### src/sv/ostq_pkg.sv
// ----------------------------------------------------------------------------
// ostq_pkg
// Shared types and constants of the one-shot timer queue: field widths,
// action and result codes, and the controller/datapath command and status.
// ----------------------------------------------------------------------------
package ostq_pkg;

    // default sizing
    localparam int DEF_NUM_TIMERS = 8;
    localparam int DEF_COUNT_BITS = 32;

    // fixed field widths
    localparam int ACTION_W = 3;
    localparam int ID_W     = 3;
    localparam int VALUE_W  = 32;

    // most expiry events reported for one tick
    localparam int MAX_OUT = 8;
    localparam int OUTN_W  = $clog2(MAX_OUT + 1);

    // action codes
    localparam logic [ACTION_W-1:0] ACT_TICK    = 3'd0;
    localparam logic [ACTION_W-1:0] ACT_START   = 3'd1;
    localparam logic [ACTION_W-1:0] ACT_STOP    = 3'd2;
    localparam logic [ACTION_W-1:0] ACT_SET     = 3'd3;
    localparam logic [ACTION_W-1:0] ACT_RESTART = 3'd4;

    // result kinds
    localparam logic KIND_ACK    = 1'b0;
    localparam logic KIND_EXPIRY = 1'b1;

    // commands from the controller to the datapath
    typedef struct packed {
        logic load;      // capture the accepted input transfer
        logic tick;      // decrement all running lanes, mark the due ones
        logic start;     // start the addressed lane if idle
        logic stop;      // stop the addressed lane if running
        logic set;       // load a new reload value into the addressed lane
        logic scan_clr;  // reset rank pointer and emit counter
        logic r_inc;     // advance the rank pointer
        logic emit;      // report and stop the matched due lane
        logic ack;       // load an acknowledgement into the output register
    } ostq_cmd_t;

    // status from the datapath to the controller
    typedef struct packed {
        logic is_tick;
        logic is_start;
        logic is_stop;
        logic is_set;
        logic is_restart;
        logic match;     // a due lane holds the current rank
        logic r_done;    // rank pointer has passed all running lanes
        logic n_full;    // the per-tick event limit is reached
    } ostq_stat_t;

endpackage

### src/sv/one_shot_timer_queue_core.sv
// ----------------------------------------------------------------------------
// one_shot_timer_queue_core
// Bank of one-shot millisecond timers reporting expiries in start order.
// ----------------------------------------------------------------------------
// Input channel (s_valid/s_ready): s_action selects tick, start, stop,
// set_value or restart; s_timer_id names the timer; s_value is the new
// reload period for set_value. Output channel (m_valid/m_ready): each result
// carries m_kind (0 acknowledgement, 1 expiry), m_which_timer, m_running and
// m_last, which marks the final result of the input transfer.
// A control action gives one acknowledgement: the input is captured and
// decoded, the lane is updated (restart stops it and then starts it), and
// the acknowledgement is loaded into the output register once it is free,
// as s_ready returns. A tick decrements all running timers together, then a
// rank scan reports expired timers in start order: each scan cycle either
// reports the due timer at the current rank or steps the rank pointer past
// one that is not due, until all running timers are passed or MAX_OUT events
// are reported. Unknown actions and out-of-range timers finish with no result.
// One action is worked on at a time; s_ready is high only between actions.
// The result sits in an output register: when the receiver stalls, the scan
// holds until m_ready frees it, and a finished last result may wait while
// the next input transfer is taken. Reset clears all timers, reload values
// and counts and leaves the output channel empty.
// ----------------------------------------------------------------------------
module one_shot_timer_queue_core import ostq_pkg::*; #(
    parameter int NUM_TIMERS = DEF_NUM_TIMERS,
    parameter int COUNT_BITS = DEF_COUNT_BITS
) (
    input  logic                aclk,
    input  logic                aresetn,
    input  logic                s_valid,
    output logic                s_ready,
    input  logic [ACTION_W-1:0] s_action,
    input  logic [ID_W-1:0]     s_timer_id,
    input  logic [VALUE_W-1:0]  s_value,
    output logic                m_valid,
    input  logic                m_ready,
    output logic                m_kind,
    output logic [ID_W-1:0]     m_which_timer,
    output logic                m_running,
    output logic                m_last
);

    ostq_cmd_t  cmd;
    ostq_stat_t stat;

    // sequencer
    ostq_ctrl u_ctrl (
        .aclk    (aclk),
        .aresetn (aresetn),
        .s_valid (s_valid),
        .s_ready (s_ready),
        .m_valid (m_valid),
        .m_ready (m_ready),
        .stat    (stat),
        .cmd     (cmd)
    );

    // timer lanes and output register
    ostq_datapath #(
        .NUM_TIMERS (NUM_TIMERS),
        .COUNT_BITS (COUNT_BITS)
    ) u_datapath (
        .aclk          (aclk),
        .aresetn       (aresetn),
        .s_action      (s_action),
        .s_timer_id    (s_timer_id),
        .s_value       (s_value),
        .cmd           (cmd),
        .stat          (stat),
        .m_kind        (m_kind),
        .m_which_timer (m_which_timer),
        .m_running     (m_running),
        .m_last        (m_last)
    );

endmodule

### src/sv/ostq_ctrl.sv
// ----------------------------------------------------------------------------
// ostq_ctrl
// Sequencer of the timer queue: decodes one accepted action, steps the
// datapath through it and owns the valid flag of the output register.
// ----------------------------------------------------------------------------
module ostq_ctrl import ostq_pkg::*; (
    input  logic       aclk,
    input  logic       aresetn,
    input  logic       s_valid,
    output logic       s_ready,
    output logic       m_valid,
    input  logic       m_ready,
    input  ostq_stat_t stat,
    output ostq_cmd_t  cmd
);

    localparam logic [2:0] S_IDLE   = 3'd0;
    localparam logic [2:0] S_DECODE = 3'd1;
    localparam logic [2:0] S_START2 = 3'd2;
    localparam logic [2:0] S_ACK    = 3'd3;
    localparam logic [2:0] S_SCAN   = 3'd4;

    logic [2:0] state_reg, state_next;
    logic       m_valid_reg, m_valid_next;
    logic       out_free;

    // output register can take a new result this cycle
    assign out_free = !m_valid_reg || m_ready;

    assign s_ready = (state_reg == S_IDLE);
    assign m_valid = m_valid_reg;

    // next state and commands
    always_comb begin
        cmd        = '0;
        state_next = state_reg;
        unique case (state_reg)
            S_IDLE: begin
                if (s_valid) begin
                    cmd.load   = 1'b1;
                    state_next = S_DECODE;
                end
            end
            S_DECODE: begin
                priority if (stat.is_tick) begin
                    cmd.tick     = 1'b1;
                    cmd.scan_clr = 1'b1;
                    state_next   = S_SCAN;
                end else if (stat.is_start) begin
                    cmd.start  = 1'b1;
                    state_next = S_ACK;
                end else if (stat.is_stop) begin
                    cmd.stop   = 1'b1;
                    state_next = S_ACK;
                end else if (stat.is_set) begin
                    cmd.stop   = 1'b1;
                    cmd.set    = 1'b1;
                    state_next = S_ACK;
                end else if (stat.is_restart) begin
                    cmd.stop   = 1'b1;
                    state_next = S_START2;
                end else begin
                    // unknown action or timer out of range: no result
                    state_next = S_IDLE;
                end
            end
            S_START2: begin
                cmd.start  = 1'b1;
                state_next = S_ACK;
            end
            S_ACK: begin
                if (out_free) begin
                    cmd.ack    = 1'b1;
                    state_next = S_IDLE;
                end
            end
            S_SCAN: begin
                priority if (stat.n_full || stat.r_done) begin
                    state_next = S_IDLE;
                end else if (stat.match) begin
                    // rank stays: the ranks above close up after the stop
                    cmd.emit = out_free;
                end else begin
                    cmd.r_inc = 1'b1;
                end
            end
            default: begin
                state_next = S_IDLE;
            end
        endcase
    end

    // output valid flag
    always_comb begin
        m_valid_next = m_valid_reg;
        if (cmd.ack || cmd.emit) begin
            m_valid_next = 1'b1;
        end else if (m_ready) begin
            m_valid_next = 1'b0;
        end
    end

    always_ff @(posedge aclk) begin
        if (!aresetn) begin
            state_reg   <= S_IDLE;
            m_valid_reg <= 1'b0;
        end else begin
            state_reg   <= state_next;
            m_valid_reg <= m_valid_next;
        end
    end

    // a new input is taken only after the previous one is fully done
    a_no_accept_in_work: assert property (@(posedge aclk) disable iff (!aresetn)
        (s_valid && s_ready) |=> !s_ready)
        else $error("input accepted while an action is in progress");

    // a result is never loaded over one still waiting
    a_no_overwrite: assert property (@(posedge aclk) disable iff (!aresetn)
        (cmd.ack || cmd.emit) |-> (!m_valid_reg || m_ready))
        else $error("output register overwritten");

    // no acknowledgement is given during the expiry scan
    a_scan_no_ack: assert property (@(posedge aclk) disable iff (!aresetn)
        (state_reg == S_SCAN) |-> !cmd.ack)
        else $error("acknowledgement during expiry scan");

endmodule

### src/sv/ostq_datapath.sv
// ----------------------------------------------------------------------------
// ostq_datapath
// Timer lanes of the queue: per-timer reload, remaining count, running flag,
// start rank and due mark, the rank scan pointer and the output register.
// ----------------------------------------------------------------------------
module ostq_datapath import ostq_pkg::*; #(
    parameter int NUM_TIMERS = DEF_NUM_TIMERS,
    parameter int COUNT_BITS = DEF_COUNT_BITS
) (
    input  logic                aclk,
    input  logic                aresetn,
    input  logic [ACTION_W-1:0] s_action,
    input  logic [ID_W-1:0]     s_timer_id,
    input  logic [VALUE_W-1:0]  s_value,
    input  ostq_cmd_t           cmd,
    output ostq_stat_t          stat,
    output logic                m_kind,
    output logic [ID_W-1:0]     m_which_timer,
    output logic                m_running,
    output logic                m_last
);

    localparam int RANK_W = (NUM_TIMERS > 1) ? $clog2(NUM_TIMERS) : 1;
    localparam int CNT_W  = $clog2(NUM_TIMERS + 1);

    // captured input transfer
    logic [ACTION_W-1:0]   act_reg;
    logic [ID_W-1:0]       id_reg;
    logic [COUNT_BITS-1:0] val_reg;

    // timer lanes
    logic [COUNT_BITS-1:0] reload_reg [NUM_TIMERS];
    logic [COUNT_BITS-1:0] reload_next [NUM_TIMERS];
    logic [COUNT_BITS-1:0] rem_reg [NUM_TIMERS];
    logic [COUNT_BITS-1:0] rem_next [NUM_TIMERS];
    logic [RANK_W-1:0]     rank_reg [NUM_TIMERS];
    logic [RANK_W-1:0]     rank_next [NUM_TIMERS];
    logic [NUM_TIMERS-1:0] run_reg, run_next;
    logic [NUM_TIMERS-1:0] due_reg, due_next;
    logic [CNT_W-1:0]      count_reg, count_next;

    // scan state
    logic [CNT_W-1:0]  r_reg;
    logic [OUTN_W-1:0] n_reg;

    // output register
    logic            kind_reg;
    logic [ID_W-1:0] which_reg;
    logic            running_reg;
    logic            last_reg;

    logic [NUM_TIMERS-1:0] hit, match, stop_sel;
    logic [RANK_W-1:0]     tgt_rank, stop_rank;
    logic [ID_W-1:0]       enc_id;
    logic                  id_ok, other_due, stop_any, start_any;

    // lane decode, target rank, due-lane match at the current rank
    always_comb begin
        hit      = '0;
        match    = '0;
        tgt_rank = '0;
        enc_id   = '0;
        for (int i = 0; i < NUM_TIMERS; i++) begin
            hit[i]   = (int'(id_reg) == i);
            match[i] = run_reg[i] && due_reg[i] && (CNT_W'(rank_reg[i]) == r_reg);
            tgt_rank = tgt_rank | (hit[i] ? rank_reg[i] : '0);
            enc_id   = enc_id | (match[i] ? ID_W'(i) : '0);
        end
    end

    assign id_ok     = (int'(id_reg) < NUM_TIMERS);
    assign other_due = |(run_reg & due_reg & ~match);

    // one stop path shared by control stops and expiry reports
    assign stop_sel  = cmd.emit ? match : (cmd.stop ? (hit & run_reg) : '0);
    assign stop_rank = cmd.emit ? RANK_W'(r_reg) : tgt_rank;
    assign stop_any  = |stop_sel;
    assign start_any = cmd.start && |(hit & ~run_reg);

    // lane next values
    always_comb begin
        for (int i = 0; i < NUM_TIMERS; i++) begin
            reload_next[i] = reload_reg[i];
            rem_next[i]    = rem_reg[i];
            rank_next[i]   = rank_reg[i];
            run_next[i]    = run_reg[i];
            due_next[i]    = due_reg[i];
            // tick: decrement, or expire at zero or one
            if (cmd.tick) begin
                if (run_reg[i] && (rem_reg[i] <= COUNT_BITS'(1))) begin
                    rem_next[i] = '0;
                    due_next[i] = 1'b1;
                end else if (run_reg[i]) begin
                    rem_next[i] = rem_reg[i] - COUNT_BITS'(1);
                    due_next[i] = 1'b0;
                end else begin
                    due_next[i] = 1'b0;
                end
            end
            // stop: clear the lane, later ranks close up
            if (stop_sel[i]) begin
                run_next[i]  = 1'b0;
                rank_next[i] = '0;
                due_next[i]  = 1'b0;
            end else if (stop_any && run_reg[i] && (rank_reg[i] > stop_rank)) begin
                rank_next[i] = rank_reg[i] - RANK_W'(1);
            end
            // set value
            if (cmd.set && hit[i]) begin
                reload_next[i] = val_reg;
                rem_next[i]    = val_reg;
            end
            // start an idle lane at the end of the rank order
            if (cmd.start && hit[i] && !run_reg[i]) begin
                rem_next[i]  = reload_reg[i];
                run_next[i]  = 1'b1;
                rank_next[i] = RANK_W'(count_reg);
            end
        end
    end

    // running count
    always_comb begin
        count_next = count_reg;
        if (stop_any) begin
            count_next = count_reg - CNT_W'(1);
        end else if (start_any) begin
            count_next = count_reg + CNT_W'(1);
        end
    end

    // lane and scan registers
    always_ff @(posedge aclk) begin
        if (!aresetn) begin
            run_reg   <= '0;
            due_reg   <= '0;
            count_reg <= '0;
            r_reg     <= '0;
            n_reg     <= '0;
            for (int i = 0; i < NUM_TIMERS; i++) begin
                reload_reg[i] <= '0;
                rem_reg[i]    <= '0;
                rank_reg[i]   <= '0;
            end
        end else begin
            run_reg   <= run_next;
            due_reg   <= due_next;
            count_reg <= count_next;
            for (int i = 0; i < NUM_TIMERS; i++) begin
                reload_reg[i] <= reload_next[i];
                rem_reg[i]    <= rem_next[i];
                rank_reg[i]   <= rank_next[i];
            end
            if (cmd.scan_clr) begin
                r_reg <= '0;
                n_reg <= '0;
            end else begin
                if (cmd.r_inc) begin
                    r_reg <= r_reg + CNT_W'(1);
                end
                if (cmd.emit) begin
                    n_reg <= n_reg + OUTN_W'(1);
                end
            end
        end
    end

    // input capture and output register (payload only)
    always_ff @(posedge aclk) begin
        if (cmd.load) begin
            act_reg <= s_action;
            id_reg  <= s_timer_id;
            val_reg <= s_value[COUNT_BITS-1:0];
        end
        if (cmd.ack) begin
            kind_reg    <= KIND_ACK;
            which_reg   <= id_reg;
            running_reg <= (act_reg == ACT_START) || (act_reg == ACT_RESTART);
            last_reg    <= 1'b1;
        end else if (cmd.emit) begin
            kind_reg    <= KIND_EXPIRY;
            which_reg   <= enc_id;
            running_reg <= 1'b0;
            last_reg    <= (n_reg == OUTN_W'(MAX_OUT - 1)) || !other_due;
        end
    end

    // status
    assign stat.is_tick    = (act_reg == ACT_TICK);
    assign stat.is_start   = id_ok && (act_reg == ACT_START);
    assign stat.is_stop    = id_ok && (act_reg == ACT_STOP);
    assign stat.is_set     = id_ok && (act_reg == ACT_SET);
    assign stat.is_restart = id_ok && (act_reg == ACT_RESTART);
    assign stat.match      = |match;
    assign stat.r_done     = (r_reg >= count_reg);
    assign stat.n_full     = (n_reg == OUTN_W'(MAX_OUT));

    assign m_kind        = kind_reg;
    assign m_which_timer = which_reg;
    assign m_running     = running_reg;
    assign m_last        = last_reg;

    // running count tracks the running flags
    a_count: assert property (@(posedge aclk) disable iff (!aresetn)
        $countones(run_reg) == int'(count_reg))
        else $error("running count out of step with running flags");

    // ranks are unique, so at most one lane matches
    a_match_unique: assert property (@(posedge aclk) disable iff (!aresetn)
        $onehot0(match))
        else $error("two lanes share a rank");

    // an expiry report always names a due lane
    a_emit_match: assert property (@(posedge aclk) disable iff (!aresetn)
        cmd.emit |-> (|match))
        else $error("expiry report without a due lane");

    // never more events than the per-tick limit
    a_emit_limit: assert property (@(posedge aclk) disable iff (!aresetn)
        cmd.emit |-> (n_reg < OUTN_W'(MAX_OUT)))
        else $error("per-tick event limit exceeded");

endmodule
### config.mk
export PLATFORM = sky130hd
export DESIGN_NAME = one_shot_timer_queue_core
export DESIGN_NICKNAME = d
export VERILOG_FILES = /design/src/sv/ostq_pkg.sv /design/src/sv/one_shot_timer_queue_core.sv /design/src/sv/ostq_ctrl.sv /design/src/sv/ostq_datapath.sv
export SDC_FILE = /design/constraint.sdc
export NUM_CORES = 2
export LEC_CHECK = 0
export CAP_MARGIN = 10
export CORE_UTILIZATION = 60
export DETAILED_ROUTE_END_ITERATION = 12
export DONT_BUFFER_PORTS = 1
export PLACE_DENSITY = 0.76
export SLEW_MARGIN = 10
export SYNTH_ARGS = -nofsm -noshare
export SYNTH_HDL_FRONTEND = slang
export SYNTH_SLANG_ARGS = --single-unit
### constraint.sdc
create_clock -name aclk -period 6.4 [get_ports aclk]
set_clock_uncertainty 0.05 [all_clocks]
set_input_delay 1.28 -clock aclk [delete_from_list [all_inputs] [get_ports aclk]]
set_output_delay 1.28 -clock aclk [all_outputs]
set_load 0.03 [all_outputs]
==> flow_summary.json <==
{
  "status": "completed",
  "yosys_warnings": 0,
  "avgSynthCellArea_um2": 7.53,
  "core_area_um2": 51700,
  "slowest_delay_ns": 0.88,
  "drv_cap": 0,
  "irDropWorstVdd_mv": 0.289,
  "final_common_cell": "nand2_1",
  "setup_tns_ns": 0,
  "drive_gt1_share_pct": 5.91,
  "period_share_pct": 76.2,
  "synth_area_leader_cell": "dfxtp_1",
  "first_pass_iters": 7,
  "grt-ovfl-total": 0,
  "numCtsBuffers": 68,
  "drc": 0,
  "synth.distinct_cells": 93,
  "hp-class": "flip-flop to flip-flop",
  "vias": 30400,
  "dieHeight_um": 232,
  "async_flop_share_pct": 0,
  "arrival_ns": 5.33,
  "critPathLaunchType": "flip-flop",
  "root_buffer": "clkbuf_16",
  "rsz0062_at_grt": "no",
  "antenna_found_initial": 8,
  "clock_path_buffers": 3,
  "whs_ns": 0.394,
  "synth_edf_count": 42,
  "io_pins": 50,
  "tightest_slew_ns": 1.23,
  "routedWlPerCell_um": 20.4,
  "critical-path-top-delay-family": "compound AO/OA/AOI/OAI gates",
  "io_buffers": 0,
  "p_leak_nw": 12.7,
  "h-tree-depth": 3,
  "grt_pass1_wl_mm": 151,
  "cp_data_required_time_ns": 6.85,
  "grt.total_usage_pct": 35.3,
  "fmax_mhz": 205,
  "rows": 83,
  "cp_common_cell": "or2_2",
  "synth_area_leaders": "dfxtp_1, nand2_1, a21oi_1",
  "synth-seq-cells": 612,
  "syn_nets": 4285,
  "syn2layout_area_growth_pct": 7.32,
  "clkTransAtPathRegs_ns": 0.06,
  "setup_viol": 0,
  "relSlewSlack_pct": 18.1,
  "nNetsFinal": 4090,
  "clk_latency_ns": 0.62,
  "synth_top_area_share_pct": 36.1,
  "die_area_um2": 53700,
  "hpwlAfterDp_mm": 57.0,
  "cts_resized": 0,
  "ys_seq_area_share_pct": 40.0,
  "critPathCaptureType": "flip-flop",
  "start_util_pct": 61.2,
  "grtUsageMet2_pct": 56.0,
  "syn_area_um2": 31600,
  "cts.sinks": 612,
  "gp_congestion": 0.984,
  "grt_use_met3_pct": 5.68,
  "cts_tree": "yes",
  "timing.critical_path.slowest_stage_cell": "dfxtp_1",
  "crit_chain": "xnor2_1, and4bb_1, a2111oi_4, a21o_4, nor2_1, a41oi_1, buf_4, ha_1, or2_2, nand2_1, a211o_1, nand4_1, a311oi_1, or2_2, or3_1, and3_1",
  "final_max_slew_viol_count": 0,
  "routed_wl_mm": 96.6,
  "vias_per_cell": 6.40,
  "ys.flop_type": "dfxtp_1",
  "crit_buf_inv": 1,
  "cp_max_fo": 16,
  "hold_violations": 0,
  "ant_nets": 0,
  "die_width_um": 232,
  "postLayoutCoreUtil_pct": 65.7,
  "synthCells": 4201,
  "layout_common_cells": "nand2_1, dfxtp_1, a21oi_1",
  "grt_max_degree": 165,
  "power.density_nw_per_um2": 288,
  "top_usage_layer": "met2",
  "holdBufCountCts": 0,
  "grt_util_met1_pct": 46.9,
  "cts_setup_buffers": 0,
  "first_iter_violations": 3189,
  "grt_pass1_vias": 27200,
  "min_period_ns": 4.88,
  "critPathKind": "flip-flop to flip-flop"
}
## report_power, final
group	internal, mW	switching [mW]	total, mW
registers	3.95	0.261	4.22
clock network	2.20	1.64	3.84
logic	0.689	1.05	1.74
## worst min-delay path, stage by stage, from the launching register on
cell and delay [ns]:
dfxtp_1 0.31, nand2_1 0.05, a21oi_1 0.05
## worst paths after layout
kind | from | end | slack (ns) | cells past startpoint
setup reg to reg | u_datapath.r_reg[1] | u_datapath.rank_reg[5][1] | 1.52 | 16
hold / removal | u_datapath.reload_reg[0][201] | u_datapath.rem_reg[0][201] | 0.39 | 2
setup / recovery | u_datapath.r_reg[1] | u_datapath.rank_reg[5][1] | 1.52 | 16
hold reg to reg | u_datapath.reload_reg[0][201] | u_datapath.rem_reg[0][201] | 0.39 | 2
## per-stage QoR
step / cell area, um^2 / setup WS, ns / power (mW) / cells
2_1_floorplan: 31600 / 1.91 / 5.56 / 4201
3_3_place_gp: 31800 / 1.65 / 5.97 / 4616
3_5_place_dp: 31800 / 1.61 / 5.99 / 4616
4_1_cts: 34000 / 1.58 / 9.79 / 4740
5_1_grt: 34000 / 1.24 / 10.2 / 4740
6_report: 34000 / 1.52 / 9.80 / 4742
## Yosys cell counts (all sizes together) (5+ instances only)
cell     number
and2         15
a21oi       514
o2111ai       9
a22oi        27
edfxtp       42
o41ai        23
nand3        51
nor4b        11
o31ai        36
dfxtp       570
o211ai       53
nor2b         7
ha           41
and3         18
nor2        432
o21a          6
nand3b       18
xor2         85
o311ai        5
or4          26
nand2b       20
a311oi       56
mux2i        13
maj3         10
buf          31
o21ai       247
xnor2        75
a221oi       68
a211oi       22
nor3        177
a21o         19
nand4b        8
or2          13
nand4        16
a31oi        35
and4bb        5
inv          56
nor4         84
nand2       850
a32oi         6
clkbuf      295
or3          44
## cell type report
class / count / area (um^2)
diodes: 2 / 5.00
clock buffers: 99 / 1980
clock inverters: 25 / 176
fillers: 4523 / 17800
inverters: 56 / 218
multi-input cells: 3207 / 17600
flip-flops and latches: 612 / 12700
well taps: 680 / 851
repair buffers: 61 / 483
## routing by layer
layer | share of wire (%) | routed length, um
met2 | 45 | 43300
met4 | 4.7 | 4540
met1 | 42 | 40300
met5 | 0.040 | 39
met3 | 8.7 | 8370
## cell families (layout without fill, tap and decap cells)
group	after synthesis	after routing	share of synthesized area, %
AO/OA/AOI/OAI	1173	1173	22.8
adder cells (fa/ha/maj)	52	52	2.02
other	0	2	0
buffers and inverters	382	241	4.76
AND/OR/NAND/NOR	1805	1805	25.4
flip-flops	612	612	40.0
XOR/XNOR	160	160	4.43
multiplexers	17	17	0.601
Power figures use the tool's default switching activity.
